[src/wbs_pkg.sv]
// ----------------------------------------------------------------------------
// wbs_pkg
// shared types, constants and helper functions of the window blur/sharpen
// filter
// ----------------------------------------------------------------------------
package wbs_pkg;

  localparam int WBS_MAX_WIDTH   = 1024;
  localparam int WBS_MAX_RADIUS  = 2;
  localparam int WBS_WEIGHT_FRAC = 16;
  localparam int HEIGHT_LIMIT    = 4096;
  localparam int HW              = 13;   // effective height width
  localparam int ROW_W           = 12;   // row position width
  localparam int PIX_MAX         = 255;
  localparam int RECIP_SHIFT     = 20;
  localparam int RECIP_W         = 17;
  localparam int AMT_W           = 12;
  localparam int WGT_W           = 16;
  localparam int ADDR_W          = 6;
  localparam int DATA_W          = 64;

  typedef enum logic [1:0] {
    MODE_MEAN    = 2'd0,
    MODE_GAUSS   = 2'd1,
    MODE_SHARPEN = 2'd2,
    MODE_RSVD    = 2'd3
  } mode_t;

  typedef enum logic [2:0] {
    REG_MODE    = 3'd0,
    REG_RADIUS  = 3'd1,
    REG_WIDTH   = 3'd2,
    REG_HEIGHT  = 3'd3,
    REG_W_NEAR  = 3'd4,
    REG_W_FAR   = 3'd5,
    REG_AMOUNT  = 3'd6,
    REG_NONE    = 3'd7
  } reg_idx_t;

  typedef enum logic [2:0] {
    ST_IDLE,
    ST_CHECK,
    ST_SWEEP,
    ST_DRAIN,
    ST_POST1,
    ST_POST2,
    ST_EMIT
  } state_t;

  // one window tap travelling alongside its memory read
  typedef struct packed {
    logic             vld;
    logic             inb;
    logic             centre;
    logic [WGT_W-1:0] weight;
  } tap_t;

  // sequencing strobes for the accumulator
  typedef struct packed {
    logic clear;
    logic post1;
    logic post2;
  } acc_ctl_t;

  // weight by squared distance, from the absolute row and column offsets
  function automatic logic [WGT_W-1:0] weight_sel(input logic [1:0] a,
                                                  input logic [1:0] b,
                                                  input logic [47:0] wn,
                                                  input logic [47:0] wf);
    logic [1:0] lo;
    logic [1:0] hi;
    logic [WGT_W-1:0] w;
    lo = (a < b) ? a : b;
    hi = (a < b) ? b : a;
    case ({lo, hi})
      4'b0000: w = wn[15:0];
      4'b0001: w = wn[31:16];
      4'b0101: w = wn[47:32];
      4'b0010: w = wf[15:0];
      4'b0110: w = wf[31:16];
      4'b1010: w = wf[47:32];
      default: w = '0;
    endcase
    return w;
  endfunction

  // ceil(2^20 / side^2): floor division of a window sum by the area
  function automatic logic [RECIP_W-1:0] mean_recip(input logic [1:0] rad);
    logic [RECIP_W-1:0] m;
    case (rad)
      2'd1:    m = RECIP_W'(116509);
      2'd2:    m = RECIP_W'(41944);
      2'd3:    m = RECIP_W'(21400);
      default: m = RECIP_W'(116509);
    endcase
    return m;
  endfunction

endpackage

[src/wbs_accum.sv]
// ----------------------------------------------------------------------------
// wbs_accum
// window multiply-accumulate and the mean, gaussian and unsharp post steps
// ----------------------------------------------------------------------------
module wbs_accum #(
  parameter int MAX_RADIUS       = wbs_pkg::WBS_MAX_RADIUS,
  parameter int WEIGHT_FRAC_BITS = wbs_pkg::WBS_WEIGHT_FRAC
) (
  input  logic                      clk,
  input  wbs_pkg::acc_ctl_t         ctl,
  input  wbs_pkg::tap_t             tap,
  input  logic [7:0]                rdata,
  input  logic [1:0]                mode,
  input  logic [1:0]                rad,
  input  logic [wbs_pkg::AMT_W-1:0] amount,
  output logic [7:0]                result
);
  import wbs_pkg::*;

  localparam int SIDE   = 2 * MAX_RADIUS + 1;
  localparam int SUM_W  = $clog2(SIDE * SIDE * PIX_MAX + 1);
  localparam int WSUM_W = SUM_W + WGT_W;
  localparam int MP_W   = SUM_W + RECIP_W;

  logic [7:0]          px;
  logic                s1_vld_r;
  logic                s1_centre_r;
  logic [7:0]          px_r;
  logic [7+WGT_W:0]    prod_r;
  logic [SUM_W-1:0]    sum_r;
  logic [WSUM_W-1:0]   wsum_r;
  logic [7:0]          orig_r;
  logic [WSUM_W-1:0]   wshift;
  logic [7:0]          blur;
  logic [7:0]          blur_r;
  logic [MP_W-1:0]     mean_prod_r;
  logic signed [8:0]   diff_r;
  logic [7:0]          mean_r;
  logic signed [20:0]  sprod_r;
  logic signed [12:0]  q;
  logic signed [13:0]  val;
  logic [7:0]          sharp;

  assign px = tap.inb ? rdata : 8'd0;

  always_ff @(posedge clk) begin
    if (ctl.clear) begin
      s1_vld_r <= 1'b0;
      sum_r    <= '0;
      wsum_r   <= '0;
      orig_r   <= '0;
    end else begin
      s1_vld_r    <= tap.vld;
      s1_centre_r <= tap.centre;
      px_r        <= px;
      prod_r      <= px * tap.weight;
      if (s1_vld_r) begin
        sum_r  <= sum_r + SUM_W'(px_r);
        wsum_r <= wsum_r + WSUM_W'(prod_r);
        if (s1_centre_r) begin
          orig_r <= px_r;
        end
      end
    end
  end

  // gaussian blur, saturated to a pixel
  assign wshift = wsum_r >> WEIGHT_FRAC_BITS;
  assign blur   = (wshift > WSUM_W'(PIX_MAX)) ? 8'(PIX_MAX) : wshift[7:0];

  always_ff @(posedge clk) begin
    if (ctl.post1) begin
      blur_r      <= blur;
      mean_prod_r <= sum_r * mean_recip(rad);
      diff_r      <= $signed({1'b0, orig_r}) - $signed({1'b0, blur});
    end
    if (ctl.post2) begin
      mean_r  <= 8'(mean_prod_r >> RECIP_SHIFT);
      sprod_r <= diff_r * $signed(amount);
    end
  end

  // truncating divide by 256, then clamp
  always_comb begin
    q = 13'(sprod_r >>> 8);
    if (sprod_r[20] && (sprod_r[7:0] != 8'd0)) begin
      q = q + 13'sd1;
    end
    val = $signed({6'd0, orig_r}) + 14'(q);
    if (val < 0) begin
      sharp = 8'd0;
    end else if (val > 14'sd255) begin
      sharp = 8'(PIX_MAX);
    end else begin
      sharp = val[7:0];
    end
  end

  always_comb begin
    case (mode)
      MODE_GAUSS:   result = blur_r;
      MODE_SHARPEN: result = sharp;
      default:      result = mean_r;
    endcase
  end

endmodule
[config.mk]
export PLATFORM = sky130hd
export DESIGN_NAME = wbs_accum
export DESIGN_NICKNAME = d
export VERILOG_FILES = /design/src/wbs_pkg.sv /design/src/wbs_accum.sv
export SDC_FILE = /design/constraint.sdc
export NUM_CORES = 1
export LEC_CHECK = 0
export BUFFER_PORTS_ARGS = -buffer_cell sky130_fd_sc_hd__buf_2
export CAP_MARGIN = 20
export CORE_MARGIN = 2
export CORE_UTILIZATION = 45
export DETAILED_ROUTE_END_ITERATION = 8
export PLACE_DENSITY = 0.69
export SLEW_MARGIN = 20
export SYNTH_ARGS = -nofsm -noshare
export SYNTH_HDL_FRONTEND = slang
export SYNTH_SLANG_ARGS = --single-unit
[constraint.sdc]
create_clock -name clk -period 9.7 [get_ports clk]
set_input_delay 1.94 -clock clk [delete_from_list [all_inputs] [get_ports clk]]
set_output_delay 1.94 -clock clk [all_outputs]
set_load 0.01 [all_outputs]
==> PnR_summary.wiki <==
{| class="wikitable"
! Metric !! Value
|-
| Fraction of final layout cells sized beyond drive strength 1 || 5.55%
|-
| Category of the worst setup path capture point || flop
|-
| Hold-critical path depth || 0
|-
| Core Util, Final || 48.7%
|-
| Number of top-level pins || 55
|-
| Number of flip-flops and latches in the synthesized netlist || 138
|-
| Detailed-route wire length per cell || 15.8 um
|-
| Total GRT Usage || 19.7%
|-
| First-pass iteration count of the detailed router || 5
|-
| Critical register-to-register path endpoint || mean_prod_r[27]
|-
| Tcrit/Tclk final || 81.2%
|-
| Placed inst area || 20,900 um2
|-
| Achievable Freq || 127 MHz
|-
| Highest fanout seen on the critical path || 43
|-
| Post-Synthesis Mean Instance Area || 9.49 um2
|-
| Startpoint of the worst-slack reg-to-reg timing path || sum_r[4]
|-
| Final Hold Violating Endpoints || 0
|-
| Most prevalent standard cell on the critical path || sky130_fd_sc_hd__fa_1
|-
| Number of global-route vias before repair || 15,300
|-
| Crit-path cells || buf_2 -> nand2_1 -> or2_2 -> fa_1 -> fa_1 -> inv_1 -> fa_1 -> fa_1 -> inv_1 -> fa_1 -> inv_1 -> ha_1 -> a2111oi_2 -> o31ai_1 -> a211o_1 -> a211o_1 -> a41o_1 -> o41ai_4 -> mux2i_1 -> nand4_1
|-
| Number of buffers on the longest clock path || 2
|-
| Residual antenna-violating net count after detailed routing || 0
|-
| Leak || 10.8 nW
|-
| Antenna violations before repair || 1
|-
| Resized cells post-CTS || 0
|-
| Cell chosen for the clock root || sky130_fd_sc_hd__clkbuf_16
|-
| Type of the worst setup path || input pin to flop
|-
| Area growth, synth to finish || 7.02%
|-
| Buffers added on ports || 54
|-
| Worst-Margin Slew || 0.770 ns
|-
| Floorplan Core Area || 44,200 um2
|-
| Crit path max-delay family || adder cells
|-
| Number of enable flip-flop cells after synthesis || 87
|-
| Overall via count from detail_route || 14,400
|-
| Critical path data arrival time || 8.04 ns
|-
| Die ar. || 46,400 um2
|-
| Worst IR Drop VDD || 0.506 mV
|-
| Drt first-iter violations || 704
|-
| Number of levels in the clock H-tree || 4
|-
| Sequential area share after synthesis || 18.1%
|-
| Number of distinct library cell variants in the gate-level netlist after synthesis || 77
|-
| Total global routing overflow || 0
|-
| Largest net degree at the start of global routing || 66
|-
| Number of nets in the final layout || 2,714
|-
| Req. time, crit path || 9.86 ns
|-
| Total clock sinks || 138
|-
| Std cell rows || 77
|-
| Number of maximum-capacitance violations || 0
|-
| Finish-stage setup viols || 0
|-
| Die width || 215 um
|-
| Post-Synthesis Cell Area || 20,100 um2
|-
| CTS tree || done
|-
| Flip-flop cell with the highest count after synthesis || sky130_fd_sc_hd__edfxtp_1
|-
| Slowest cell on crit path || sky130_fd_sc_hd__fa_1
|-
| Warnings from Yosys || 0
|-
| Number of cell instances on the worst register-to-register path || 18
|-
| Dpl hpwl || 35,700 um
|-
| Setup bufs post-CTS || 0
|-
| Final Slew Violations || 0
|-
| Setup repair after global routing missed its margin || no
|-
| Inserted Clock Buffers || 17
|-
| Via density || 5.26
|-
| Total power draw || 8.06 mW
|-
| Clock-pin slew on the worst setup and hold paths || 0.05 ns
|-
| Placer congestion estimate || 0.903
|-
| Residual DRC count || 0
|-
| Type of the tightest min-delay check || flop to flop
|-
| First-pass GRT wire length || 74,800 um
|-
| Routed Wire Length || 43,200 um
|-
| Terminating pin of the worst hold path || mean_r[7]
|-
| Async set-or-reset flop fraction in the synthesized netlist || 0%
|-
| Worst slew margin relative to its limit || 48.6%
|-
| Hold buffer count at cts || 0
|-
| Clock insertion delay at the later pin of the skew report || 0.42 ns
|-
| Height of the chip || 215 um
|-
| Post-Route Setup TNS || 0 ns
|-
| Hold_ws || 0.417 ns
|-
| Post-route cell area || 21,500 um2
|-
| Power density over the cells || 374 nW/um2
|-
| Starting density of the core || 45.5%
|-
| Delay of the slowest cell on the worst path || 0.54 ns
|-
| Worst reg-to-reg setup slack || 3.20 ns
|-
| Worst Hold Launch || mean_prod_r[27]
|-
| Post-synthesis cell count || 2,121
|-
| Net count after synthesis || 2,702
|-
| Run status || completed
|-
| Buf/Inv on CP || 4
|-
| Worst Clk Skew || 0.0135 ns
|-
| CP startpoint kind || input pin
|-
| Min Tclk post-route || 7.88 ns
|-
| Number of fill cells in the layout || 4,024
|}
## cell usage after synthesis (41+ instances only)
cell type | instances | area, um2
sky130_fd_sc_hd__a21oi_1 | 75 | 375
sky130_fd_sc_hd__and2_1 | 67 | 419
sky130_fd_sc_hd__and3_1 | 76 | 475
sky130_fd_sc_hd__clkbuf_1 | 56 | 210
sky130_fd_sc_hd__dfxtp_1 | 51 | 1020
sky130_fd_sc_hd__edfxtp_1 | 87 | 2610
sky130_fd_sc_hd__fa_1 | 303 | 6070
sky130_fd_sc_hd__ha_1 | 231 | 2890
sky130_fd_sc_hd__inv_1 | 407 | 1530
sky130_fd_sc_hd__nand2_1 | 208 | 781
sky130_fd_sc_hd__nor2_1 | 95 | 357
sky130_fd_sc_hd__o21ai_0 | 41 | 205
sky130_fd_sc_hd__xnor2_1 | 67 | 587
## per-stage QoR
stage / setup slack (ns) / std cells
after floorplan: 2.22 / 2121
after global placement: 1.52 / 2706
after detailed placement: 1.43 / 2706
after CTS: 1.86 / 2738
after global routing: 1.57 / 2739
final: 1.82 / 2739
## layout by cell type (no fill, tap or decap), drive strengths merged, types with 29 or more instances in the layout
cell type	n
o21ai	44
nor3	31
a21oi	76
dfxtp	51
fa	303
ha	231
and3	76
nand3	29
buf	57
nand2	208
and2	67
edfxtp	87
xnor2	67
inv	410
nor2	95
## worst max path at each step
stage	cells past startpoint	end	from	slack, ns
finish	20	mean_prod_r[27]	rad[1]	1.82
global route	20	mean_prod_r[27]	rad[1]	1.57
CTS	20	mean_prod_r[27]	rad[1]	1.86
detailed placement	20	mean_prod_r[27]	rad[1]	1.43
global placement	20	mean_prod_r[27]	rad[1]	1.52
floorplan	20	mean_prod_r[27]	rad[1]	2.22
## per-layer routing
layer  wire [um]  GRT usage [%]
met4        1020           6.16
met3        1850           2.23
met1       19300           26.0
met2       21100           34.0
met5           0              0
## power by group
group / internal (mW) / switching (mW) / total [mW] / leakage (nW)
clock: 0.423 / 0.246 / 0.670 / 0.298
combinational: 2.80 / 3.32 / 6.12 / 9.18
sequential: 1.11 / 0.162 / 1.27 / 1.28
total: 4.33 / 3.73 / 8.06 / 10.8
## layout make-up
type / count / area, um2 / area share (%)
Multi-Input combinational cell: 1509 / 14700 / 68.3
Sequential cell: 138 / 3630 / 16.9
Inverter: 410 / 1540 / 7.15
Tap cell: 592 / 741 / 3.44
Clock buffer: 23 / 510 / 2.37
Timing Repair Buffer: 57 / 293 / 1.36
Clock inverter: 9 / 108 / 0.500
Antenna cell: 1 / 2.50 / 0.0116
## state kept, by name, indices dropped and copies added, names as in the netlist
name         cells
prod_r          24
diff_r           9
orig_r           8
sprod_r         21
mean_prod_r      8
px_r             8
s1_vld_r         1
mean_r           8
wsum_r          29
blur_r           8
s1_centre_r      1
sum_r           13
## kinds of logic (layout without fill, tap and decap cells)
family,count (synthesis),in the layout,synth area share [%]
and+or+nand+nor,610,610,15.1
adders and majority gates,534,534,44.5
buffers and inverters,474,499,8.85
AOI/OAI and AO/OA,257,257,8.57
DFF,138,138,18.1
xor gates and xnor gates,85,85,3.70
muxes,23,23,1.17
other,0,1,0
(Power assumes the default switching activity.)
